===== config.mk =====
export PLATFORM = sky130hd
export DESIGN_NAME = pms_in_stage_flat
export DESIGN_NICKNAME = d
export VERILOG_FILES = /design/src/hw/rtl/pms_pkg.sv /design/src/hw/rtl/pms_if.sv /design/src/hw/rtl/pms_in_stage.sv /design/src/flat_wrapper.sv
export SDC_FILE = /design/constraint.sdc
export NUM_CORES = 1
export LEC_CHECK = 0
export ABC_CLOCK_PERIOD_IN_PS = 1300
export BUFFER_PORTS_ARGS = -buffer_cell sky130_fd_sc_hd__buf_2
export CAP_MARGIN = 20
export CORE_MARGIN = 3
export CORE_UTILIZATION = 38
export CTS_BUF_LIST = sky130_fd_sc_hd__clkbuf_8
export DETAILED_ROUTE_END_ITERATION = 16
export PLACE_DENSITY = 0.77
export SLEW_MARGIN = 5
export SYNTH_ARGS = -nofsm -noshare
export SYNTH_HDL_FRONTEND = slang
export SYNTH_SLANG_ARGS = --single-unit

===== constraint.sdc =====
create_clock -name clk_i -period 1.3 [get_ports clk_i]
set_input_delay 0.26 -clock clk_i [delete_from_list [all_inputs] [get_ports clk_i]]
set_output_delay 0.26 -clock clk_i [all_outputs]
set_load 0.02 [all_outputs]

===== src/hw/rtl/pms_pkg.sv =====
`default_nettype none
// ----------------------------------------------------------------------------
// pms_pkg
// Shared types and constants of the melody sequencer: actions, the item and
// result layouts, and the default sizes of the note store.
// ----------------------------------------------------------------------------
package pms_pkg;

  localparam int unsigned SongDepthDefault  = 256;
  localparam int unsigned PeriodBitsDefault = 16;
  localparam int unsigned LengthBitsDefault = 24;

  localparam int unsigned IdxW      = 8;
  localparam int unsigned PeriodInW = 16;
  localparam int unsigned OctW      = 3;
  localparam int unsigned LenInW    = 24;

  typedef enum logic [1:0] {
    ActTick  = 2'd0,
    ActWrite = 2'd1,
    ActStart = 2'd2,
    ActStop  = 2'd3
  } pms_action_e;

  typedef struct packed {
    pms_action_e          action;
    logic [IdxW-1:0]      entry_index;
    logic [PeriodInW-1:0] note_period;
    logic [OctW-1:0]      note_octave;
    logic [LenInW-1:0]    note_length;
  } pms_item_t;

  typedef struct packed {
    logic            tone_out;
    logic            busy_res;
    logic [IdxW-1:0] current_slot;
    logic            song_done;
  } pms_result_t;

endpackage
`default_nettype wire


===== src/hw/rtl/pms_if.sv =====
`default_nettype none
// ----------------------------------------------------------------------------
// pms_item_if / pms_result_if
// Valid/ready channels of the melody sequencer: command items in, one
// result item out per command.
// ----------------------------------------------------------------------------
interface pms_item_if import pms_pkg::*; ();
  logic                 valid;
  logic                 ready;
  logic [1:0]           action;
  logic [IdxW-1:0]      entry_index;
  logic [PeriodInW-1:0] note_period;
  logic [OctW-1:0]      note_octave;
  logic [LenInW-1:0]    note_length;

  modport source (
    output valid, action, entry_index, note_period, note_octave, note_length,
    input  ready
  );
  modport sink (
    input  valid, action, entry_index, note_period, note_octave, note_length,
    output ready
  );
endinterface

`default_nettype wire


===== src/hw/rtl/pms_in_stage.sv =====
`default_nettype none
// ----------------------------------------------------------------------------
// pms_in_stage
// Input register: captures one command item and holds it until the player
// takes it.
// ----------------------------------------------------------------------------
module pms_in_stage import pms_pkg::*; (
  input  wire logic      clk_i,
  input  wire logic      rst_ni,
  pms_item_if.sink       in_i,
  input  wire logic      adv_i,
  output pms_item_t      item_o,
  output logic           valid_o
);

  logic      valid_q;
  pms_item_t item_q;
  logic      accept;

  assign in_i.ready = !valid_q || adv_i;
  assign accept     = in_i.valid && in_i.ready;

  always_ff @(posedge clk_i or negedge rst_ni) begin
    if (!rst_ni) begin
      valid_q <= 1'b0;
    end else if (accept) begin
      valid_q <= 1'b1;
    end else if (adv_i) begin
      valid_q <= 1'b0;
    end
  end

  always_ff @(posedge clk_i) begin
    if (accept) begin
      item_q.action      <= pms_action_e'(in_i.action);
      item_q.entry_index <= in_i.entry_index;
      item_q.note_period <= in_i.note_period;
      item_q.note_octave <= in_i.note_octave;
      item_q.note_length <= in_i.note_length;
    end
  end

  assign item_o  = item_q;
  assign valid_o = valid_q;

endmodule
`default_nettype wire


===== src/flat_wrapper.sv =====
// flat-port wrapper written by rule: the top's interface ports become plain ports
module pms_in_stage_flat import pms_pkg::*;
  (clk_i, rst_ni, adv_i, item_o, valid_o, in_i_valid, in_i_action, in_i_entry_index, in_i_note_period, in_i_note_octave, in_i_note_length, in_i_ready);
  pms_item_if in_i_i ();
  input  wire logic clk_i;
  input  wire logic rst_ni;
  input  wire logic adv_i;
  output pms_item_t item_o;
  output logic valid_o;
  input wire logic [$bits(in_i_i.valid)-1:0] in_i_valid;
  input wire logic [$bits(in_i_i.action)-1:0] in_i_action;
  input wire logic [$bits(in_i_i.entry_index)-1:0] in_i_entry_index;
  input wire logic [$bits(in_i_i.note_period)-1:0] in_i_note_period;
  input wire logic [$bits(in_i_i.note_octave)-1:0] in_i_note_octave;
  input wire logic [$bits(in_i_i.note_length)-1:0] in_i_note_length;
  output wire logic [$bits(in_i_i.ready)-1:0] in_i_ready;
  assign in_i_i.valid = in_i_valid;
  assign in_i_i.action = in_i_action;
  assign in_i_i.entry_index = in_i_entry_index;
  assign in_i_i.note_period = in_i_note_period;
  assign in_i_i.note_octave = in_i_note_octave;
  assign in_i_i.note_length = in_i_note_length;
  assign in_i_ready = in_i_i.ready;
  pms_in_stage u_core (.clk_i(clk_i), .rst_ni(rst_ni), .in_i(in_i_i), .adv_i(adv_i), .item_o(item_o), .valid_o(valid_o));
endmodule

==> flow_summary.toml <==
[clock_tree]
clk_pin_slew_ps = 90
post_cts_resized = 0
postCtsHoldBufs = 1
cts_tree = "done"
numCtsBuffers = 5
cts_buffer_depth = 2
insertion_delay_ps = 290
ctsHtreeMaxLevel = 2
clock-root-buffer = "clkbuf_8"
cts_setup_buffers = 0
cts.sinks = 54

[setup_path]
r2r_end = "u_core.item_o[13]"
cp_max_fo = 3
crit_path_end_kind = "output port"
cp_data_arrival_time_ps = 960
rrSetupSlack_ps = 130
crit_required_ps = 1040
worstRegToRegCells = 3
cp-startpoint = "u_core.valid_o"
path_class = "flip-flop to output port"
critPathCapture = "in_i_ready"
cp-start-kind = "flip-flop"
reg2reg_from = "u_core.valid_o"

[sta]
fin_ws_ps = 77.4
clock.fmax_ghz = 0.818
relSlewSlack_pct = 89.6
min_period_over_period_pct = 94.0
finalHoldViolCount = 0
worst_pin_slew_ps = 157
setup_violations = 0
slew_viol_final = 0
grt_setup_unrepaired = "false"
finClkSkew_ps = 4.92
fin_crit_ps = 1220

[yosys]
yosys_warnings = 0
synth_area_sq_um = 1650
avgSynthCellArea_sq_um = 28.9
syn_nets = 114
yosysSeqAreaShare_pct = 98.3
synth_compound_area_share_pct = 0
synthSimpleGateAreaFrac_pct = 1.75
syn_inst = 57
muxShareOfSynthArea_pct = 0
post_synth_xor_area_fraction_pct = 0
synth.distinct_cells = 5
synthAdderAreaFrac_pct = 0
synth_top_family_by_area = "simple AND/OR/NAND/NOR gates"
yosys_register_bits = 54

[placed_design]
place_congestion = 0.657
pre_cts_ws_ps = 134
dp_hpwl_mm = 2.60
io_buffers = 111

[run]
maxCapViolCount = 0

[global_routing]
grt_max_degree = 31
antenna_found_initial = 0
first_global_vias = 984
grt_pass1_wl_mm = 4.88
grt.total_usage_pct = 13.4
gr-total-overflow = 0

[status]
status = "finished clean"

[drt]
vias_per_cell = 4.27
drt-initial-drc-count = 31
firstDrtPassIters = 4
drtAntennaViolNets = 0
drt-total-wl_mm = 3.32
wl_per_cell_um = 14.5
vias = 977
drc_errors = 0

[die]
die_area_sq_um = 5160
pin_count = 112
rows = 23
die_w_um = 71.8
start_util_pct = 40.3
fp.dieH_um = 71.8
coreArea_sq_um = 4090

[final_layout]
diodes = 0
nNetsFinal = 235
final_common_cell = "buf_2"
layout_common_cells = "buf_2 (111), edfxtp_1 (53), clkbuf_8 (6)"
syn_to_final_growth_pct = 46.5
drive_above_1_share_pct = 69.3

[pwr]
powerDensity_nw_per_um2 = 1380
p_leak_nw = 1.04
vdd_drop_max_uv = 961
total_power_mw = 3.33

[min_path]
min_path_type = "primary input to flip-flop"
## cells by family after synthesis
kind of cell	Yosys count
and+or+nand+nor	3
DFF	54
## synthesized netlist by cell type
library cell	count	area (sq um)
and2_4	1	8.76
dfrtp_1	1	25.0
edfxtp_1	53	1590
nand2b_4	1	13.8
nand2b_1	1	6.26
## worst max-delay path, cell delays in order (launching register included)
cell and delay [ps]:
dfrtp_2 430, nand2b_4 80, buf_2 160
## power breakdown
| group | leakage (nW) | switching (mW) | internal [mW] |
|---|---|---|---|
| combinational | 0.474 | 0.220 | 0.142 |
| clock | 0.0472 | 0.493 | 0.428 |
| sequential | 0.515 | 0.0211 | 2.02 |
## per-layer routing
layer,track usage (%),wire length (um)
met3,9.40,507
met2,21.4,1730
met5,0,0
met1,13.2,1050
met4,6.26,40
## sequential cells by signal (all words and copies together), names as in the netlist
name and count:
u_core.item_o 53, u_core.valid_o 1
## how the worst min path moves through the flow
stage	startpoint	to	slack, ps	depth (start not counted)
after floorplan	rst_ni	u_core.valid_o	-40	0
after global placement	rst_ni	u_core.valid_o	40	1
after detailed placement	rst_ni	u_core.valid_o	40	1
after CTS	in_i_note_length[17]	u_core.item_o[17]	120	1
after global routing	in_i_note_length[17]	u_core.item_o[17]	110	1
final	in_i_note_octave[1]	u_core.item_o[25]	130	1
## cell type report
| cell class | count | area, sq um |
|---|---|---|
| multi-input combinational | 3 | 28.8 |
| clock buffer | 6 | 82.6 |
| fill | 326 | 1680 |
| tap | 50 | 62.6 |
| timing repair buffer | 114 | 606 |
| sequential | 54 | 1620 |
| clock inverter | 2 | 12.5 |
## metrics by stage
stage	cells	setup TNS (ps)	hold slack, ps	instance area [sq um]	utilization, %
floorplan	57	-7030	-35.6	1650	-
global placement	220	0	35.4	2300	56.4
detailed placement	220	0	40.2	2300	56.4
CTS	229	0	118	2410	59.0
global route	229	0	109	2410	59.0
finish	229	0	134	2410	59.0
No activity file was read; power rests on OpenSTA's default activity.
