**config.mk**
```make
export PLATFORM = sky130hd
export DESIGN_NAME = pms_out_stage_flat
export DESIGN_NICKNAME = d
export VERILOG_FILES = /design/src/hw/rtl/pms_pkg.sv /design/src/hw/rtl/pms_if.sv /design/src/hw/rtl/pms_out_stage.sv /design/src/flat_wrapper.sv
export SDC_FILE = /design/constraint.sdc
export NUM_CORES = 1
export LEC_CHECK = 0
export BUFFER_PORTS_ARGS = -buffer_cell sky130_fd_sc_hd__buf_2
export CORE_AREA = 2 2 39 41
export CTS_CLUSTER_SIZE = 24
export DETAILED_ROUTE_END_ITERATION = 8
export DIE_AREA = 0 0 41 43
export SYNTH_ARGS = -nofsm -noshare
export SYNTH_HDL_FRONTEND = slang
export SYNTH_SLANG_ARGS = --single-unit
```
**constraint.sdc**
```tcl
create_clock -name clk_i -period 1 [get_ports clk_i]
set_clock_uncertainty 0.2 [all_clocks]
set_input_delay 0.05 -clock clk_i [delete_from_list [all_inputs] [get_ports clk_i]]
set_output_delay 0.05 -clock clk_i [all_outputs]
set_load 0.02 [all_outputs]
```
**src/hw/rtl/pms_pkg.sv**
```systemverilog
`default_nettype none
// ----------------------------------------------------------------------------
// pms_pkg
// Shared types and constants of the melody sequencer: actions, the item and
// result layouts, and the default sizes of the note store.
// ----------------------------------------------------------------------------
package pms_pkg;

  localparam int unsigned SongDepthDefault  = 256;
  localparam int unsigned PeriodBitsDefault = 16;
  localparam int unsigned LengthBitsDefault = 24;

  localparam int unsigned IdxW      = 8;
  localparam int unsigned PeriodInW = 16;
  localparam int unsigned OctW      = 3;
  localparam int unsigned LenInW    = 24;

  typedef enum logic [1:0] {
    ActTick  = 2'd0,
    ActWrite = 2'd1,
    ActStart = 2'd2,
    ActStop  = 2'd3
  } pms_action_e;

  typedef struct packed {
    pms_action_e          action;
    logic [IdxW-1:0]      entry_index;
    logic [PeriodInW-1:0] note_period;
    logic [OctW-1:0]      note_octave;
    logic [LenInW-1:0]    note_length;
  } pms_item_t;

  typedef struct packed {
    logic            tone_out;
    logic            busy_res;
    logic [IdxW-1:0] current_slot;
    logic            song_done;
  } pms_result_t;

endpackage
`default_nettype wire

```
**src/hw/rtl/pms_if.sv**
```systemverilog
`default_nettype none


interface pms_result_if import pms_pkg::*; ();
  logic            valid;
  logic            ready;
  logic            tone_out;
  logic            busy_res;
  logic [IdxW-1:0] current_slot;
  logic            song_done;

  modport source (
    output valid, tone_out, busy_res, current_slot, song_done,
    input  ready
  );
  modport sink (
    input  valid, tone_out, busy_res, current_slot, song_done,
    output ready
  );
endinterface
`default_nettype wire

```
**src/hw/rtl/pms_out_stage.sv**
```systemverilog
`default_nettype none
// ----------------------------------------------------------------------------
// pms_out_stage
// Result register: holds one result item until the sink takes it.
// ----------------------------------------------------------------------------
module pms_out_stage import pms_pkg::*; (
  input  wire logic        clk_i,
  input  wire logic        rst_ni,
  input  wire logic        load_i,
  input  wire pms_result_t result_i,
  output logic             can_load_o,
  pms_result_if.source     out_o
);

  logic        valid_q;
  pms_result_t data_q;

  assign can_load_o = !valid_q || out_o.ready;

  always_ff @(posedge clk_i or negedge rst_ni) begin
    if (!rst_ni) begin
      valid_q <= 1'b0;
    end else if (load_i) begin
      valid_q <= 1'b1;
    end else if (out_o.ready) begin
      valid_q <= 1'b0;
    end
  end

  always_ff @(posedge clk_i) begin
    if (load_i) begin
      data_q <= result_i;
    end
  end

  assign out_o.valid        = valid_q;
  assign out_o.tone_out     = data_q.tone_out;
  assign out_o.busy_res     = data_q.busy_res;
  assign out_o.current_slot = data_q.current_slot;
  assign out_o.song_done    = data_q.song_done;

endmodule
`default_nettype wire

```
**src/flat_wrapper.sv**
```systemverilog
// flat-port wrapper written by rule: the top's interface ports become plain ports
module pms_out_stage_flat import pms_pkg::*;
  (clk_i, rst_ni, load_i, result_i, can_load_o, out_o_valid, out_o_tone_out, out_o_busy_res, out_o_current_slot, out_o_song_done, out_o_ready);
  pms_result_if out_o_i ();
  input  wire logic clk_i;
  input  wire logic rst_ni;
  input  wire logic load_i;
  input  wire pms_result_t result_i;
  output logic can_load_o;
  output wire logic [$bits(out_o_i.valid)-1:0] out_o_valid;
  output wire logic [$bits(out_o_i.tone_out)-1:0] out_o_tone_out;
  output wire logic [$bits(out_o_i.busy_res)-1:0] out_o_busy_res;
  output wire logic [$bits(out_o_i.current_slot)-1:0] out_o_current_slot;
  output wire logic [$bits(out_o_i.song_done)-1:0] out_o_song_done;
  input wire logic [$bits(out_o_i.ready)-1:0] out_o_ready;
  assign out_o_valid = out_o_i.valid;
  assign out_o_tone_out = out_o_i.tone_out;
  assign out_o_busy_res = out_o_i.busy_res;
  assign out_o_current_slot = out_o_i.current_slot;
  assign out_o_song_done = out_o_i.song_done;
  assign out_o_i.ready = out_o_ready;
  pms_out_stage u_core (.clk_i(clk_i), .rst_ni(rst_ni), .load_i(load_i), .result_i(result_i), .can_load_o(can_load_o), .out_o(out_o_i));
endmodule
```
==> qor.yml, run 1 <==
path_max_fanout: 2
grt_start_max_net_pins: 13
gp_routability_congestion: 0.609
timing.slew.headroom: 0.840
die_area_mm2: 0.00176
grt_util_all_layers: 0.108
total_power_mw: 1.11
finalNetCount: 76
postSynthCellCount: 14
final_cell_mix: "20 x sky130_fd_sc_hd__buf_2, 13 x sky130_fd_sc_hd__dlygate4sd3_1, 11 x sky130_fd_sc_hd__edfxtp_1, 7 x sky130_fd_sc_hd__buf_6, 3 x sky130_fd_sc_hd__clkbuf_4"
worstPathRequired_ps: 750
share_comb_of_total_power: 0.186
finalHoldViolations: 11
worstSetupStartpointType: "register"
cell_internal_pwr_mw: 0.861
insertion_delay_ps: 260
switchingPower_mw: 0.252
clk_pin_slew_ps: 70
period_needed_ps: 1120
place.port_buffers: 27
timing.final.max_slew_violations: 0
p_seq_frac: 0.545
timing.critical_path.slowest_stage_cell: "sky130_fd_sc_hd__dfrtp_1"
cp_top_family: "flip-flops"
synth_seq_cells: 12
path_class: "register to output pin"
ctsHoldBuffers: 13
layout_setup_ws_ps: -115
detailedRoute.firstIterationViolations: 5
grt_pass1_wl_um: 1170
cp.buffers_inverters: 1
gr-total-overflow: 0
antenna-diode-count: 0
layout-drive-gt1-share: 0.567
number_of_global_route_vias_before_repair: 283
layout_overhead_on_the_synthesized_area_pct: 98.0
postSynthNetCount: 29
cellLeakagePower_nw: 0.329
initial_utilization: 0.273
failing_checks: "hold timing, setup timing"
tritoncts.num_buffers: 3
crit_path_max_incr_delay_ps: 410
critical_path.cell_chain: "nand2b_4 -> buf_6"
layout.cells.most_common: "sky130_fd_sc_hd__buf_2"
drt-total-wl_um: 754
tritoncts: "built"
vias_per_cell: 3.93
power-per-cell-area_mw_per_mm2: 1490
status: "finished, violations left"
placement_rows: 14
clock_power_share: 0.270
worst-endpoint-arrival_ps: 870
routed_wire_length_per_instance_um: 9.92
hold-worst-slack_ps: -44.6
sw_frac_of_total: 0.227
clock_sink_count: 12
setup_viol_count_final: 14
final_min_period_over_clock_period: 1.12
syn-cell-area_um2: 378
pin_count: 28
number_of_antenna_violations_at_the_first_check_in_global_routing: 0
max_clock_freq_mhz: 897
die_w_um: 41
rsz0062_at_grt: "true"
synth.distinct_cells: 4
synth.avg_cell_area_um2: 27.0
yosys_warnings: 0
worst_setup_path_end_kind: "output pin"
drc: 0
total_number_of_vias: 299
cap_violations: 0
ctsLongestPathBuffers: 2
tightestPinTransition_ps: 240
core_area_mm2: 0.00138
min_path_type: "primary input to register"
clk_root_buffer_cell: "sky130_fd_sc_hd__clkbuf_4"
share_of_synthesized_area_occupied_by_flip_flops_and_latches: 0.940
detail_route.first_pass.iterations: 2
htree_levels: 1
worst_ir_drop_vdd_mv: 0.670
die_h_um: 43
drtAntennaViolNets: 0
## final cells by class
class	count	area, um2
timing repair buffer	42	324
multi-input combinational	2	22.5
sequential	12	355
tap	16	20.0
fill	121	636
clock buffer	4	26.3
## timing repair
action	CTS	global route
setup endpoints to repair	13	13
resized for setup	2	12
endpoints found under the hold margin	24	11
setup buffers	1	1
## power by group through the flow
stage                     Sequential, mW  Clock [mW]  Combinational, mW
final                              0.606       0.300              0.207
after global placement             0.611           0              0.134
after floorplan                    0.666           0             0.0115
after global routing               0.609       0.335              0.221
after CTS                          0.601       0.318              0.182
after detailed placement           0.612           0              0.136
## metal layers
metal,wire length [um],vias up,global-route usage
li1,-,146,-
met4,0,0,0.0600
met3,57,0,0.0471
met1,237,138,0.115
met2,459,15,0.169
met5,0,-,0
## registers in the layout (all words and copies together), names as in the netlist
name	cells
u_core.out_o.busy_res	1
u_core.out_o.current_slot	8
u_core.out_o.song_done	1
u_core.out_o.valid	1
u_core.out_o.tone_out	1
## worst reg2reg max path: stages, from the launching register on
cell	delay (ps)
sky130_fd_sc_hd__dfrtp_1	410
sky130_fd_sc_hd__nand2b_4	90
sky130_fd_sc_hd__buf_4	100
sky130_fd_sc_hd__buf_4	90
sky130_fd_sc_hd__nand2b_2	40
## cells by family after synthesis
logic type	synth area share
AND/OR/NAND/NOR	0.0596
flip-flops	0.940
## metrics by stage
step | std cells | setup TNS, ps | cell area, um2 | setup slack (ps) | util
floorplan | 14 | 0 | 378 | 28.0 | -
global placement | 57 | 0 | 533 | 139 | 0.385
detailed placement | 57 | 0 | 533 | 126 | 0.385
CTS | 75 | -787 | 703 | -125 | 0.508
global route | 76 | -1150 | 748 | -147 | 0.541
finish | 76 | -661 | 748 | -115 | 0.541
## cell usage after synthesis, drive strengths merged
library cell,instances,area (um2)
edfxtp,11,330
nand2b,2,22.5
dfrtp,1,25.0
## worst paths after layout
| check | to | cells past startpoint | slack (ps) | start |
|---|---|---|---|---|
| min | u_core.out_o.current_slot[7] | 1 | -40 | load_i |
| max in group asynchronous | u_core.out_o.valid | 3 | 100 | rst_ni |
| min in group asynchronous | u_core.out_o.valid | 3 | 400 | rst_ni |
| min reg2reg | u_core.out_o.valid | 4 | 560 | u_core.out_o.valid |
| max | can_load_o | 2 | -120 | u_core.out_o.valid |
| max reg2reg | u_core.out_o.valid | 4 | -40 | u_core.out_o.valid |
(Power assumes the default switching activity.)
==> run 2: changes to the inputs <==
--- a/config.mk
+++ b/config.mk
@@ -6,10 +6,12 @@
 export NUM_CORES = 1
 export LEC_CHECK = 0
 export BUFFER_PORTS_ARGS = -buffer_cell sky130_fd_sc_hd__buf_2
-export CORE_AREA = 2 2 39 41
+export CELL_PAD_IN_SITES_DETAIL_PLACEMENT = 0
+export CELL_PAD_IN_SITES_GLOBAL_PLACEMENT = 1
+export CORE_UTILIZATION = 28
 export CTS_CLUSTER_SIZE = 24
 export DETAILED_ROUTE_END_ITERATION = 8
-export DIE_AREA = 0 0 41 43
+export PLACE_DENSITY_LB_ADDON = 0.1
 export SYNTH_ARGS = -nofsm -noshare
 export SYNTH_HDL_FRONTEND = slang
 export SYNTH_SLANG_ARGS = --single-unit
==> constraint.sdc (replaced) <==
create_clock -name clk_i -period 1 [get_ports clk_i]
set_clock_uncertainty 0.2 [all_clocks]
set_input_delay 0.05 -clock clk_i [delete_from_list [all_inputs] [get_ports clk_i]]
set_output_delay 0.05 -clock clk_i [all_outputs]
set_load 0.1 [all_outputs]
==> qor.yml, run 2 (synthesized netlist as in run 1, its figures left out) <==
status: "finished, violations left"
failing_checks: "hold timing, setup timing"
tritoncts.num_buffers: 3  # unchanged
timing.critical_path.slowest_stage_cell: "sky130_fd_sc_hd__dfrtp_4"
worst_ir_drop_vdd_mv: 0.812  # +21%
worstSetupStartpointType: "register"
layout.cells.most_common: "sky130_fd_sc_hd__buf_2"
final_min_period_over_clock_period: 1.28  # +0.160
n_fill_cell: 70  # -42%
tritoncts: "built"
grt_pass1_wl_um: 1200  # +2.3%
numPlacedInstances: 55  # -3.5%
grt_start_max_net_pins: 13  # unchanged
pin_count: 28  # unchanged
tns_ps: -1920  # -1260 ps
tightestPinTransition_ps: 247  # +6.73 ps
core_area_mm2: 0.00119  # -14%
placement_rows: 12  # -2
total_number_of_vias: 301  # +0.67%
antenna-diode-count: 0  # unchanged
max_clock_freq_mhz: 784  # -13%
layout_overhead_on_the_synthesized_area_pct: 140
timing.final.max_slew_violations: 0  # unchanged
grt_util_all_layers: 0.125  # +0.0175
placedInstanceArea_um2: 734  # +38%
clock_sink_count: 12  # unchanged
die_h_um: 38.7  # -9.9%
clk_root_buffer_cell: "sky130_fd_sc_hd__clkbuf_4"
min_path_cells: 1  # unchanged
rsz0062_at_grt: "true"
final_cell_count_no_fill: 74  # -2.6%
max_reg_flops: 8  # unchanged
worst-endpoint-arrival_ps: 1030  # +160 ps
gr-total-overflow: 0  # unchanged
drt-total-wl_um: 835  # +11%
post-place-ws_ps: -17.1  # -143 ps
place.port_buffers: 27  # unchanged
count_of_cells_resized_by_post_cts_repair: 0  # -2
number_of_antenna_violations_at_the_first_check_in_global_routing: 0  # unchanged
crit_path_max_incr_delay_ps: 500  # +90 ps
path_max_fanout: 2  # unchanged
worst_setup_path_end_kind: "output pin"
vias_per_cell: 4.07  # +3.4%
power-per-cell-area_mw_per_mm2: 1640  # +11%
regToRegEndpoint: "u_core.out_o.valid"
die_area_mm2: 0.00150  # -15%
path_class: "register to output pin"
worstPathRequired_ps: 750  # about the same
number_of_global_route_vias_before_repair: 319  # +13%
cap_violations: 0  # unchanged
routed_wire_length_per_instance_um: 11.3  # +14%
detailedRoute.firstIterationViolations: 2  # -3
timing.slew.headroom: 0.835  # -0.00448
drc: 0  # unchanged
layout-drive-gt1-share: 0.583  # +0.0167
min_delay_worst_endpoint: "u_core.out_o.current_slot[1]"
regToRegSetupSlack_ps: -150  # -110 ps
worst_reg2reg_startpoint: "u_core.out_o.valid"
period_needed_ps: 1280  # +160 ps
layout_setup_ws_ps: -276  # -160 ps
initial_utilization: 0.319  # +0.0455
finalHoldViolations: 12  # +1
hold_path_startpoint: "load_i"
min_path_type: "primary input to register"
finalNetCount: 76  # unchanged
ctsHoldBuffers: 13  # unchanged
htree_levels: 1  # unchanged
insertion_delay_ps: 250  # about the same
setup_viol_count_final: 14  # unchanged
gp_routability_congestion: 0.630  # +3.5%
drtAntennaViolNets: 0  # unchanged
cellLeakagePower_nw: 0.392  # +19%
die_w_um: 38.7  # -5.5%
finish.utilization: 0.764  # +0.223
ctsLongestPathBuffers: 2  # unchanged
rr_worst_depth: 4  # unchanged
detail_route.first_pass.iterations: 2  # unchanged
final_cell_mix: "14 x sky130_fd_sc_hd__buf_2, 13 x sky130_fd_sc_hd__dlygate4sd3_1, 13 x sky130_fd_sc_hd__buf_12, 11 x sky130_fd_sc_hd__edfxtp_1, 3 x sky130_fd_sc_hd__clkbuf_4"
critical_path.cell_chain: "nand2b_4 -> buf_12"
design_area_um2: 906  # +21%
hold-worst-slack_ps: -40.8  # +3.83 ps
clk_pin_slew_ps: 80  # about the same
==> run 2: changes by cell type in the layout (fill, tap and decap cells not counted) <==
cell and change:
sky130_fd_sc_hd__nand2b_4 +1, sky130_fd_sc_hd__buf_6 -7, sky130_fd_sc_hd__buf_2 -6, sky130_fd_sc_hd__buf_12 +13, sky130_fd_sc_hd__dfrtp_4 +1, sky130_fd_sc_hd__nand2b_2 -1
sky130_fd_sc_hd__dfrtp_1 -1
==> run 2: stage by stage <==
step | total power, mW | hold slack, ps
after global routing | 1.55 | -40.0
after CTS | 1.49 | -37.3
after floorplan | 0.930 | -446
after detailed placement | 1.15 | -370
final | 1.49 | -40.8
after global placement | 1.15 | -376
==> run 2: area by class of cell <==
class | instances | area [um2] | area share
Timing Repair Buffer | 42 | 475 | 0.525
Tap cell | 14 | 17.5 | 0.0193
Clock buffer | 4 | 26.3 | 0.0290
Sequential cell | 12 | 359 | 0.396
Multi-Input combinational cell | 2 | 27.5 | 0.0304
==> run 2: layer usage <==
metal / part of all wire / GRT usage / vias up
li1: - / - / 145
met1: 0.35 / 0.102 / 139
met2: 0.61 / 0.263 / 17
met3: 0.038 / 0.0173 / 0
met4: 0 / 0.0776 / 0
met5: 0 / 0 / -
==> run 2: repair_timing <==
action / in CTS / in global routing
buffers inserted: 1 / 1
pin swaps: 0 / 0
hold endpoints to repair: 24 / 12
setup endpoints to repair: 13 / 14
==> run 2: power by group <==
group / switching [mW] / internal, mW
Combinational: 0.342 / 0.217
Clock: 0.149 / 0.154
Sequential: 0.0327 / 0.595
Total: 0.524 / 0.966
==> run 2: worst max-delay path: cells and delay by family, from the launching register on <==
family,cells,cell delay [ps]
flip-flops,1,500
buffers and inverters,1,170
AND/OR/NAND/NOR,1,100
==> run 2: how the worst max path moves through the flow <==
stage	depth (start not counted)	slack (ps)	start	end
CTS	2	-280	u_core.out_o.valid	can_load_o
global placement	2	-10	u_core.out_o.valid	can_load_o
global route	2	-310	u_core.out_o.valid	can_load_o
detailed placement	2	-20	u_core.out_o.valid	can_load_o
finish	2	-280	u_core.out_o.valid	can_load_o
floorplan	2	-320	u_core.out_o.valid	u_core.out_o.valid
