--- src/hw/rtl/pms_pkg.sv ---
`default_nettype none
// ----------------------------------------------------------------------------
// pms_pkg
// Shared types and constants of the melody sequencer: actions, the item and
// result layouts, and the default sizes of the note store.
// ----------------------------------------------------------------------------
package pms_pkg;

  localparam int unsigned SongDepthDefault  = 256;
  localparam int unsigned PeriodBitsDefault = 16;
  localparam int unsigned LengthBitsDefault = 24;

  localparam int unsigned IdxW      = 8;
  localparam int unsigned PeriodInW = 16;
  localparam int unsigned OctW      = 3;
  localparam int unsigned LenInW    = 24;

  typedef enum logic [1:0] {
    ActTick  = 2'd0,
    ActWrite = 2'd1,
    ActStart = 2'd2,
    ActStop  = 2'd3
  } pms_action_e;

  typedef struct packed {
    pms_action_e          action;
    logic [IdxW-1:0]      entry_index;
    logic [PeriodInW-1:0] note_period;
    logic [OctW-1:0]      note_octave;
    logic [LenInW-1:0]    note_length;
  } pms_item_t;

  typedef struct packed {
    logic            tone_out;
    logic            busy_res;
    logic [IdxW-1:0] current_slot;
    logic            song_done;
  } pms_result_t;

endpackage
`default_nettype wire

--- src/hw/rtl/pms_player.sv ---
`default_nettype none
// ----------------------------------------------------------------------------
// pms_player
// Playback state and the single-pass update for one command item: note
// writes, start, stop, and the per-tick wave and length counters.
// ----------------------------------------------------------------------------
module pms_player import pms_pkg::*; #(
  parameter int unsigned SONG_DEPTH  = SongDepthDefault,
  parameter int unsigned PERIOD_BITS = PeriodBitsDefault,
  parameter int unsigned LENGTH_BITS = LengthBitsDefault,
  localparam int unsigned AW  = $clog2(SONG_DEPTH),
  localparam int unsigned NSW = $clog2(SONG_DEPTH + 1),
  localparam int unsigned EW  = PERIOD_BITS + OctW + LENGTH_BITS
) (
  input  wire logic          clk_i,
  input  wire logic          rst_ni,
  input  wire pms_item_t     item_i,
  input  wire logic          adv_i,
  input  wire logic [EW-1:0] rd_data_i,
  input  wire logic [EW-1:0] rd0_data_i,
  output logic               wr_en_o,
  output logic      [AW-1:0] wr_addr_o,
  output logic      [EW-1:0] wr_data_o,
  output logic      [AW-1:0] rd_addr_o,
  output pms_result_t        result_o
);

  logic                   playing_q, playing_d;
  logic [NSW-1:0]         next_slot_q, next_slot_d;
  logic [PERIOD_BITS-1:0] tone_period_q, tone_period_d;
  logic [PERIOD_BITS-1:0] wave_counter_q, wave_counter_d;
  logic [LENGTH_BITS-1:0] ticks_left_q, ticks_left_d;

  logic                   load_start;
  logic                   load_req;
  logic                   halt;
  logic                   done;
  logic [EW-1:0]          entry;
  logic [NSW-1:0]         slot;
  logic [PERIOD_BITS-1:0] e_period;
  logic [OctW-1:0]        e_octave;
  logic [LENGTH_BITS-1:0] e_length;
  logic [PERIOD_BITS-1:0] shifted;
  logic                   song_end;

  // Start reads slot 0 from its own port; a tick reads the prefetched slot.
  assign entry    = load_start ? rd0_data_i : rd_data_i;
  assign slot     = load_start ? NSW'(0) : next_slot_q;
  assign e_period = entry[EW-1 -: PERIOD_BITS];
  assign e_octave = entry[LENGTH_BITS +: OctW];
  assign e_length = entry[LENGTH_BITS-1:0];
  assign shifted  = e_period >> e_octave;
  assign song_end = (slot >= NSW'(SONG_DEPTH)) ||
                    ((shifted == '0) && (e_length == '0));

  assign wr_addr_o = AW'(item_i.entry_index);
  assign wr_data_o = {PERIOD_BITS'(item_i.note_period), item_i.note_octave,
                      LENGTH_BITS'(item_i.note_length)};

  always_comb begin
    playing_d      = playing_q;
    next_slot_d    = next_slot_q;
    tone_period_d  = tone_period_q;
    wave_counter_d = wave_counter_q;
    ticks_left_d   = ticks_left_q;
    load_start     = 1'b0;
    load_req       = 1'b0;
    halt           = 1'b0;
    done           = 1'b0;
    wr_en_o        = 1'b0;

    if (adv_i) begin
      unique case (item_i.action)
        ActWrite: wr_en_o = (32'(item_i.entry_index) < SONG_DEPTH);
        ActStart: begin
          load_start = 1'b1;
          load_req   = 1'b1;
        end
        ActStop:  halt = 1'b1;
        ActTick: begin
          if (playing_q) begin
            if ((tone_period_q == '0) || (wave_counter_q >= tone_period_q - 1'b1)) begin
              wave_counter_d = '0;
            end else begin
              wave_counter_d = wave_counter_q + 1'b1;
            end
            if (ticks_left_q <= LENGTH_BITS'(1)) begin
              load_req = 1'b1;
            end else begin
              ticks_left_d = ticks_left_q - 1'b1;
            end
          end
        end
        default: halt = 1'b1;
      endcase
    end

    if (load_req) begin
      if (song_end) begin
        halt = 1'b1;
        done = 1'b1;
      end else begin
        playing_d      = 1'b1;
        tone_period_d  = shifted;
        ticks_left_d   = e_length;
        wave_counter_d = '0;
        next_slot_d    = slot + NSW'(1);
      end
    end

    if (halt) begin
      playing_d      = 1'b0;
      next_slot_d    = '0;
      tone_period_d  = '0;
      wave_counter_d = '0;
      ticks_left_d   = '0;
    end
  end

  // Prefetch the slot that the next load will need.
  assign rd_addr_o = AW'(next_slot_d);

  always_comb begin
    result_o.tone_out     = playing_d && (tone_period_d != '0) &&
                            (wave_counter_d < (tone_period_d >> 1));
    result_o.busy_res     = playing_d;
    result_o.current_slot = IdxW'(next_slot_d);
    result_o.song_done    = done;
  end

  always_ff @(posedge clk_i or negedge rst_ni) begin
    if (!rst_ni) begin
      playing_q      <= 1'b0;
      next_slot_q    <= '0;
      tone_period_q  <= '0;
      wave_counter_q <= '0;
      ticks_left_q   <= '0;
    end else begin
      playing_q      <= playing_d;
      next_slot_q    <= next_slot_d;
      tone_period_q  <= tone_period_d;
      wave_counter_q <= wave_counter_d;
      ticks_left_q   <= ticks_left_d;
    end
  end

`ifndef SYNTH
  a_done_idle: assert property (@(posedge clk_i) disable iff (!rst_ni)
    (adv_i && result_o.song_done) |-> !result_o.busy_res)
    else $error("done raised while still playing");

  a_idle_clear: assert property (@(posedge clk_i) disable iff (!rst_ni)
    !playing_q |-> ((next_slot_q == '0) && (tone_period_q == '0) &&
                    (wave_counter_q == '0) && (ticks_left_q == '0)))
    else $error("idle player holds stale note state");

  a_slot_loaded: assert property (@(posedge clk_i) disable iff (!rst_ni)
    playing_q |-> ((next_slot_q != '0) && (next_slot_q <= NSW'(SONG_DEPTH))))
    else $error("playing without a loaded slot");

  a_wave_range: assert property (@(posedge clk_i) disable iff (!rst_ni)
    (playing_q && (tone_period_q != '0)) |-> (wave_counter_q < tone_period_q))
    else $error("wave counter past its period");

  a_hold: assert property (@(posedge clk_i) disable iff (!rst_ni)
    !adv_i |=> ($stable(next_slot_q) && $stable(playing_q) && $stable(ticks_left_q)))
    else $error("state moved without an item");
`endif

endmodule
`default_nettype wire

--- config.mk ---
export PLATFORM = sky130hd
export DESIGN_NAME = pms_player
export DESIGN_NICKNAME = d
export VERILOG_FILES = /design/src/hw/rtl/pms_pkg.sv /design/src/hw/rtl/pms_player.sv
export SDC_FILE = /design/constraint.sdc
export NUM_CORES = 1
export LEC_CHECK = 0
export ABC_AREA = 1
export BUFFER_PORTS_ARGS = -buffer_cell sky130_fd_sc_hd__buf_4
export CAP_MARGIN = 40
export CORE_MARGIN = 2
export CORE_UTILIZATION = 50
export CTS_CLUSTER_DIAMETER = 30
export CTS_CLUSTER_SIZE = 16
export DETAILED_ROUTE_END_ITERATION = 6
export PLACE_DENSITY = 0.89
export SLEW_MARGIN = 20
export SYNTH_ARGS = -nofsm -noshare
export SYNTH_HDL_FRONTEND = slang
export SYNTH_SLANG_ARGS = --single-unit
--- constraint.sdc ---
create_clock -name clk_i -period 5.34 [get_ports clk_i]
set_input_delay 1.068 -clock clk_i [delete_from_list [all_inputs] [get_ports clk_i]]
set_output_delay 1.068 -clock clk_i [all_outputs]
set_load 0.02 [all_outputs]
==> flow_metrics.tcl, run 1 <==
set metrics [dict create \
    outcome "finished with violations" \
    violations "negative setup slack" \
    clockBufferDepth 2 \
    synth_seq_cells 66 \
    holdBufCountCts 0 \
    p_leak_nw 4.32 \
    clkLatencyLatePin_ps 340 \
    setup_tns_ps -445 \
    wirelength_mm 23.1 \
    wire_per_inst_um 17.8 \
    setup_slack_ps -445 \
    yosysWarningCount 0 \
    cp_max_fo 7 \
    arrival_ps 4720 \
    slew_viol_final 0 \
    post-route-drc-count 0 \
    finalClockSkew_ps 6.17 \
    end_kind "output pin" \
    cpPeakStageDelay_ps 410 \
    rsz0062_at_grt "true" \
    fillers 1021 \
    chipWidth_um 119 \
    first_iter_violations 1143 \
    synth_top_area_cell "dfrtp_1" \
    port-buffer-count 110 \
    finalCritPeriodShare_pct 108 \
    fin_crit_ps 5790 \
    syn_avg_cell_area_um2 6.53 \
    first_global_vias 7168 \
    via_count 7692 \
    register_area_mm2 0.00165 \
    synth_edf_count 0 \
    final-setup-viol-count 1 \
    final_cell_mix "nand2_1 (262), buf_4 (171), inv_1 (104), nor2_1 (92), nand3_1 (92)" \
    vdd_drop_max_mv 0.173 \
    hold_viol_final 0 \
    viasPerCell 5.94 \
    r2r_slack_ps 1740 \
    io_pins 213 \
    grt_use_total_pct 29.8 \
    layout.nets 1292 \
    synth_nets 1198 \
    ys_types 44 \
    crit_required_ps 4270 \
    drv_cap 0 \
    synth.area.top_cells "dfrtp_1 (25%), nand2_1 (15%), buf_4 (8.3%)" \
    yosysSeqAreaShare_pct 24.8 \
    dieArea_mm2 0.0143 \
    layout-drive-gt1-share_pct 25.5 \
    critical_path_class "flip-flop to output pin" \
    grt_max_degree 57 \
    multiInputGateArea_mm2 0.00426 \
    ys.flop_type "dfrtp_1" \
    grt_pass1_wl_mm 34.1 \
    power_density_mw_per_mm2 246 \
    synth_cells 1021 \
    start_util_pct 50.7 \
    startpoint_type "flip-flop" \
    num_antenna_cells 0 \
    dp_hpwl_mm 14.9 \
    clk_pin_slew_worst_paths_ps 50 \
    core-area_mm2 0.0131 \
    final_area_mm2 0.00843 \
    ant_nets 0 \
    grt_overflow 0 \
    antenna_found_initial 1 \
    cts_made_buffers 9 \
    clock_sinks 66 \
    tightest_slew_ps 660 \
    place_area_mm2 0.00754 \
    mostFrequentLayoutCell "nand2_1" \
    slew_headroom_pct 55.6 \
    core.rowCount 42 \
    crit_slowest_cell "dfrtp_1" \
    die_h_um 119 \
    drt-pass1-iter-count 6 \
    syn_to_final_growth_pct 26.5 \
    synth_top_area_share_pct 24.8 \
    htreeDepth 3 \
    cts_root_buf "clkbuf_16" \
    cts_tree "yes" \
    synth_area_mm2 0.00667 \
    async_reset_ff_share_pct 100 \
    gp_congestion 1.04 \
    hp-class "flip-flop to flip-flop" \
    fmax_mhz 173 \
]
## per-stage QoR
step                      instances  hold slack [ps]  utilization (%)  setup slack [ps]  power [mW]
after floorplan                1021              478                -               184        1.13
after global placement         1263              500             57.2              -140        1.31
after detailed placement       1264              511             57.4              -259        1.33
after CTS                      1292              524             62.4              -157        1.96
after global routing           1296              566             64.2              -612        2.17
final                          1296              525             64.2              -445        2.07
## final timing paths
path	from	end	cells after the start
setup / recovery	tone_period_q[2]	result_o[10]	34
hold / removal	next_slot_q[8]	next_slot_q[8]	2
min in group asynchronous	rst_ni	ticks_left_q[23]	1
hold reg to reg	next_slot_q[8]	next_slot_q[8]	2
max in group asynchronous	rst_ni	tone_period_q[10]	2
setup reg to reg	tone_period_q[2]	wave_counter_q[2]	23
## flip-flops by register name (all words and copies together) (netlist names)
name and cells:
wave_counter_q 16, ticks_left_q 24, next_slot_q 9, tone_period_q 16, playing_q 1
## cells in the mapped netlist (2+ instances only)
library cell and count:
o21ai_1 8, nand2_2 2, inv_2 4, o211ai_1 7, or2_2 3, nor4_1 6
a21oi_1 34, buf_1 3, buf_6 4, nor3_1 16, xor2_1 37, nand3_1 98
nor2_1 105, a211oi_1 3, a31oi_1 4, ha_1 35, buf_2 18, nand2_1 266
o21ai_4 2, nand3_4 2, o21ai_0 42, buf_4 74, xnor2_1 10, nand4_1 36
inv_1 111, nand3_2 3, clkbuf_1 6, dfrtp_1 66
## area by class of cell
cell class | count | area share (%)
inverter | 115 | 5.15
tap | 176 | 2.61
timing repair buffer | 188 | 18.7
clock inverter | 5 | 0.653
multi-input combinational | 735 | 50.5
clock buffer | 11 | 2.76
sequential | 66 | 19.6
## critical path, delay by kind of cell, from the launching register on
kind                       cells  cell delay, ps
AOI/OAI and AO/OA              5             520
DFF                            1             410
buffers and inverters          9            1040
adders and majority gates      2             470
and+or+nand+nor               17            1740
xor gates and xnor gates       1             160
## cells by family (layout without fill, tap and decap cells)
logic type                 Yosys count  count (layout)  synth area share, %
and+or+nand+nor                    545             545                 35.8
adders and majority gates           35              35                 6.57
AOI/OAI and AO/OA                  108             108                 9.33
DFF                                 66              66                 24.8
xor gates and xnor gates            47              47                 6.17
buffers and inverters              220             319                 17.3
## timing repair
item                                    4_1_cts  5_1_grt
endpoints found under the setup margin        1        1
setup buffers                                12        4
gates cloned                                  1        0
pin swaps                                    29       20
resized for setup                            60       39
## layer usage
metal / up-vias / track usage, % / wire (um)
li1: 3434 / - / -
met1: 3472 / 35.8 / 8180
met2: 621 / 49.7 / 10600
met3: 163 / 6.32 / 2750
met4: 2 / 16.1 / 1520
met5: - / 0 / 14
## report_power, final
| group | internal, mW | leakage, nW | switching (mW) | total [mW] |
|---|---|---|---|---|
| Clock | 0.360 | 0.136 | 0.230 | 0.590 |
| Sequential | 0.559 | 0.865 | 0.0701 | 0.629 |
| Combinational | 0.343 | 3.32 | 0.512 | 0.855 |
| Total | 1.26 | 4.32 | 0.812 | 2.07 |
(Power assumes the default switching activity.)
==> run 2: changes to the inputs <==
==> constraint.sdc (replaced) <==
create_clock -name clk_i -period 5.34 [get_ports clk_i]
set_input_delay 0.267 -clock clk_i [delete_from_list [all_inputs] [get_ports clk_i]]
set_output_delay 0.267 -clock clk_i [all_outputs]
set_load 0.02 [all_outputs]
==> run 2 against run 1 <==
Cell count is 5.3% lower; core utilization decreased by 7.8 points; the flow now finishes without violations; flip-flop and latch count did not move; die area did not move; non-clock buffer count decreased by 67; via count decreased by 12%; clock power fell by 8.0%; largest power group unchanged; worst hold slack lost 230 ps.
==> flow_metrics.tcl, run 2 (synthesis results as in run 1) <==
set metrics [dict create \
    grt_overflow 0 \
    clock_sinks 66 \
    port-buffer-count 110 \
    layout-drive-gt1-share_pct 15.5 \
    hold_depth 5 \
    cp_max_fo 12 \
    core.rowCount 42 \
    outcome "finished clean" \
    final_cell_mix "nand2_1 (266), buf_4 (119), inv_1 (110), nor2_1 (104), nand3_1 (96)" \
    finalClockSkew_ps 9.50 \
    start_util_pct 50.7 \
    hp-class "input port to flip-flop" \
    syn_to_final_growth_pct 11.1 \
    drt-pass1-iter-count 6 \
    drv_cap 0 \
    dp_hpwl_mm 13.8 \
    die_h_um 119 \
    post-route-drc-count 0 \
    rr_worst_depth 21 \
    cts_root_buf "clkbuf_16" \
    ant_nets 0 \
    arrival_ps 4770 \
    finalCritPeriodShare_pct 94.3 \
    hold_viol_final 0 \
    grt_max_degree 67 \
    crit_slowest_cell "dfrtp_1" \
    wire_per_inst_um 15.2 \
    io_pins 213 \
    antenna_found_initial 0 \
    first_global_vias 6372 \
    largest_register_ffs 24 \
    critical_path_class "flip-flop to output pin" \
    regMostFlops "ticks_left_q" \
    via_count 6800 \
    vdd_drop_max_mv 0.169 \
    viasPerCell 5.54 \
    cpPeakStageDelay_ps 410 \
    post-place-ws_ps 384 \
    fmax_mhz 199 \
    num_antenna_cells 0 \
    first_iter_violations 651 \
    crit_required_ps 5070 \
    htreeDepth 3 \
    power_density_mw_per_mm2 248 \
    layout.nets 1225 \
    wirelength_mm 18.7 \
    fin_crit_ps 5040 \
    tightest_slew_ps 584 \
    clk_pin_slew_worst_paths_ps 60 \
    cts_made_buffers 9 \
    grt_pass1_wl_mm 29.9 \
    dieArea_mm2 0.0143 \
    slew_headroom_pct 60.7 \
    p_leak_nw 3.91 \
    grt_use_total_pct 25.7 \
    core-area_mm2 0.0131 \
    startpoint_type "flip-flop" \
    largest_registers "ticks_left_q: 24 flops, tone_period_q: 16 flops, wave_counter_q: 16 flops" \
    fin_util_pct 56.4 \
    cts_tree "yes" \
    chipWidth_um 119 \
    end_kind "output pin" \
    setup_slack_ps 304 \
    clkLatencyLatePin_ps 340 \
    final-setup-viol-count 0 \
    gp_congestion 0.954 \
    slew_viol_final 0 \
    clockBufferDepth 2 \
    mostFrequentLayoutCell "nand2_1" \
]
## run 2: cell count changes in the layout (fill, tap and decap cells not counted), moves of 9 or more
cell,change
buf_4,-52
ha_1,+12
nor2_1,+12
ha_4,-10
a21oi_1,+9
a21oi_2,-9
## run 2: critical path, delay by kind of cell (launching register included)
kind	cells	cell delay (ps)
compound gates	5	580
buf+inv	6	520
simple gates	16	2250
fa+ha+maj	2	540
xor+xnor	1	130
flops	1	410
## run 2: what timing repair did
action	in CTS	in global routing
gates resized for setup	0	11
endpoints found under the hold margin	0	10
setup buffers	0	2
setup endpoints to repair	0	1
hold buffers	0	1
## run 2: stage by stage
stage / setup TNS [ps] / total power [mW] / instances / area, um^2 / hold slack, ps
final: 0 / 1.84 / 1227 / 7410 / 291
after global routing: -76.1 / 1.95 / 1227 / 7410 / 331
after CTS: 0 / 1.80 / 1223 / 7310 / 70.0
after detailed placement: 0 / 1.26 / 1209 / 7040 / 431
after global placement: 0 / 1.24 / 1209 / 7040 / 422
after floorplan: 0 / 1.13 / 1021 / 6670 / -28.6
## run 2: area by class of cell
cell class	count	area, um^2
flip-flops and latches	66	1650
fillers	1184	5730
repair buffers	121	931
clock inverters	4	30.0
multi-input cells	735	3900
inverters	115	434
clock buffers	10	239
well taps	176	220
## run 2: layer usage
layer  share of wire (%)  global-route usage (%)
met3                 9.4                    4.31
met1                  40                    33.6
met4                 3.6                    10.7
met2                  47                    42.2
met5                   0                       0
## run 2: power by group
group	total [mW]	switching, mW	internal [mW]
clock network	0.543	0.222	0.321
logic	0.675	0.422	0.254
registers	0.619	0.0593	0.559
total	1.84	0.704	1.13
## run 2: worst paths after layout
kind / from / end / slack [ps]
max in group asynchronous: rst_ni / wave_counter_q[2] / 4460
worst max-delay path: tone_period_q[2] / result_o[10] / 300
worst min register to register: next_slot_q[8] / next_slot_q[8] / 550
worst min-delay path: rd0_data_i[3] / ticks_left_q[3] / 290
min in group asynchronous: rst_ni / ticks_left_q[14] / 350
worst max register to register: tone_period_q[2] / wave_counter_q[13] / 1920
==> run 3: changes to the inputs <==
Settings changed: CORE_UTILIZATION 50 to 53, PLACE_DENSITY 0.89 to 0.93.
==> run 3 against run 2 <==
Highest routed layer unchanged; cell area fell by 0.15%; total power hardly changed; critical path type unchanged; flip-flop and latch count stayed put; sequential share of layout area about the same; register-to-register slack lost 80 ps.
==> flow_metrics.tcl, run 3 (synthesis results as in run 1) <==
set metrics [dict create \
    outcome "finished clean" \
    end_kind "output pin" \
    finalCritPeriodShare_pct 93.6 \
    min_to "ticks_left_q[3]" \
    cts_tree "yes" \
    layout.nets 1225 \
    critical_path_class "flip-flop to output pin" \
    port-buffer-count 110 \
    fin_crit_ps 5000 \
    chipWidth_um 116 \
    r2r-start "tone_period_q[2]" \
    grt_overflow 0 \
    slew_viol_final 0 \
    drv_cap 0 \
    setup_tns_ps 0 \
    mostFrequentLayoutCell "nand2_1" \
    htreeDepth 3 \
    p_comb_share_pct 36.7 \
    crit_required_ps 5070 \
    clockBufferDepth 2 \
    cts_root_buf "clkbuf_16" \
    die_h_um 116 \
    start_util_pct 54.8 \
    first_iter_violations 612 \
    vdd_drop_max_mv 0.151 \
    crit_slowest_cell "dfrtp_1" \
    core-area_mm2 0.0122 \
    antenna_found_initial 0 \
    place_area_mm2 0.00703 \
    core.rowCount 40 \
    dieArea_mm2 0.0135 \
    num_antenna_cells 0 \
    slew_headroom_pct 54.8 \
    viasPerCell 5.62 \
    r2r_slack_ps 1840 \
    clkLatencyLatePin_ps 350 \
    whs_ps 291 \
    hp-class "input port to flip-flop" \
    io_pins 213 \
    finalClockSkew_ps 11.6 \
    placedCellCount 1201 \
    grt_max_degree 67 \
    gp_congestion 0.977 \
    fmax_mhz 200 \
    grt_use_total_pct 28.3 \
    syn_to_final_growth_pct 11.0 \
    largest_register_ffs 24 \
    grt_pass1_wl_mm 30.3 \
    cpPeakStageDelay_ps 410 \
    post-route-drc-count 0 \
    final_cell_count_no_fill 1221 \
    p_switching_mw 0.714 \
    arrival_ps 4730 \
    final-setup-viol-count 0 \
    wirelength_mm 18.5 \
    startpoint_type "flip-flop" \
    p_leak_nw 3.91 \
    dp_hpwl_mm 13.8 \
    regMostFlops "ticks_left_q" \
    r2r_end "wave_counter_q[13]" \
    first_global_vias 6378 \
    drt-pass1-iter-count 6 \
    clock_sinks 66 \
    clk_pin_slew_worst_paths_ps 60 \
    ant_nets 0 \
    crit_buf_inv 7 \
    cp_max_fo 12 \
    hold_depth 5 \
    power_density_mw_per_mm2 248 \
    cpLargestDelayFamily "simple AND/OR/NAND/NOR gates" \
    tightest_slew_ps 672 \
    wire_per_inst_um 15.2 \
    p_seq_share_pct 33.8 \
    min_from "rd0_data_i[3]" \
    sw_frac_of_total_pct 38.8 \
    cts_made_buffers 9 \
    p_int_mw 1.12 \
    rr_worst_depth 23 \
    largest_registers "ticks_left_q: 24 flops, tone_period_q: 16 flops, wave_counter_q: 16 flops" \
    hold_viol_final 0 \
    layout-drive-gt1-share_pct 15.6 \
    final_area_mm2 0.00740 \
    final_cell_mix "nand2_1 (266), buf_4 (119), inv_1 (110), nor2_1 (104), nand3_1 (96)" \
    via_count 6863 \
    power_frac_clock_pct 29.5 \
]
## run 3: metal layers
metal / GRT usage (%) / vias up / part of all wire, %
met5: 0 / - / 0
met4: 11.4 / 0 / 3.0
met3: 5.09 / 52 / 9.2
met2: 48.1 / 375 / 48
met1: 35.8 / 3135 / 40
li1: - / 3301 / -
## run 3: area by class of cell
| cell class | instances | area, um^2 |
|---|---|---|
| clock buffer | 10 | 229 |
| fill | 1039 | 4760 |
| sequential | 66 | 1650 |
| clock inverter | 6 | 43.8 |
| multi-input combinational | 735 | 3900 |
| timing repair buffer | 121 | 931 |
| inverter | 115 | 434 |
| tap | 168 | 210 |
## run 3: power by group through the flow
stage,Combinational (mW),Sequential (mW),Clock [mW]
6_report,0.674,0.621,0.542
2_1_floorplan,0.526,0.608,0
4_1_cts,0.650,0.614,0.542
5_1_grt,0.752,0.630,0.565
3_5_place_dp,0.643,0.622,0
3_3_place_gp,0.625,0.620,0
## run 3: metrics by stage
stage	power [mW]	utilization [%]	worst slack, ps
after global placement	1.24	57.8	637
after floorplan	1.13	-	985
after global routing	1.95	60.8	-87.0
final	1.84	60.8	341
after detailed placement	1.26	57.8	457
after CTS	1.81	60.1	48.7
## run 3: how the worst max path moves through the flow
stage                      from           end  slack (ps)  cells past startpoint
3_3_place_gp   tone_period_q[0]  result_o[10]         640                     30
5_1_grt        tone_period_q[0]  result_o[10]         -90                     30
2_1_floorplan  tone_period_q[0]  result_o[10]         980                     31
4_1_cts        tone_period_q[0]  result_o[10]          50                     32
6_report       tone_period_q[2]  result_o[10]         340                     32
3_5_place_dp   tone_period_q[0]  result_o[10]         460                     32
## run 3: worst register-to-register path, delay by kind of cell (launching register included)
family | cells | cell delay (ps)
DFF | 1 | 410
and+or+nand+nor | 14 | 2130
buffers and inverters | 6 | 420
AOI/OAI and AO/OA | 1 | 60
adders and majority gates | 1 | 290
xor gates and xnor gates | 1 | 130
## run 3: repair_timing
action                                 in CTS  in global routing
endpoints found under the hold margin       0                  5
setup endpoints to repair                   0                  1
gates resized for setup                     0                 11
hold buffers                                0                  1
buffers inserted                            0                  2
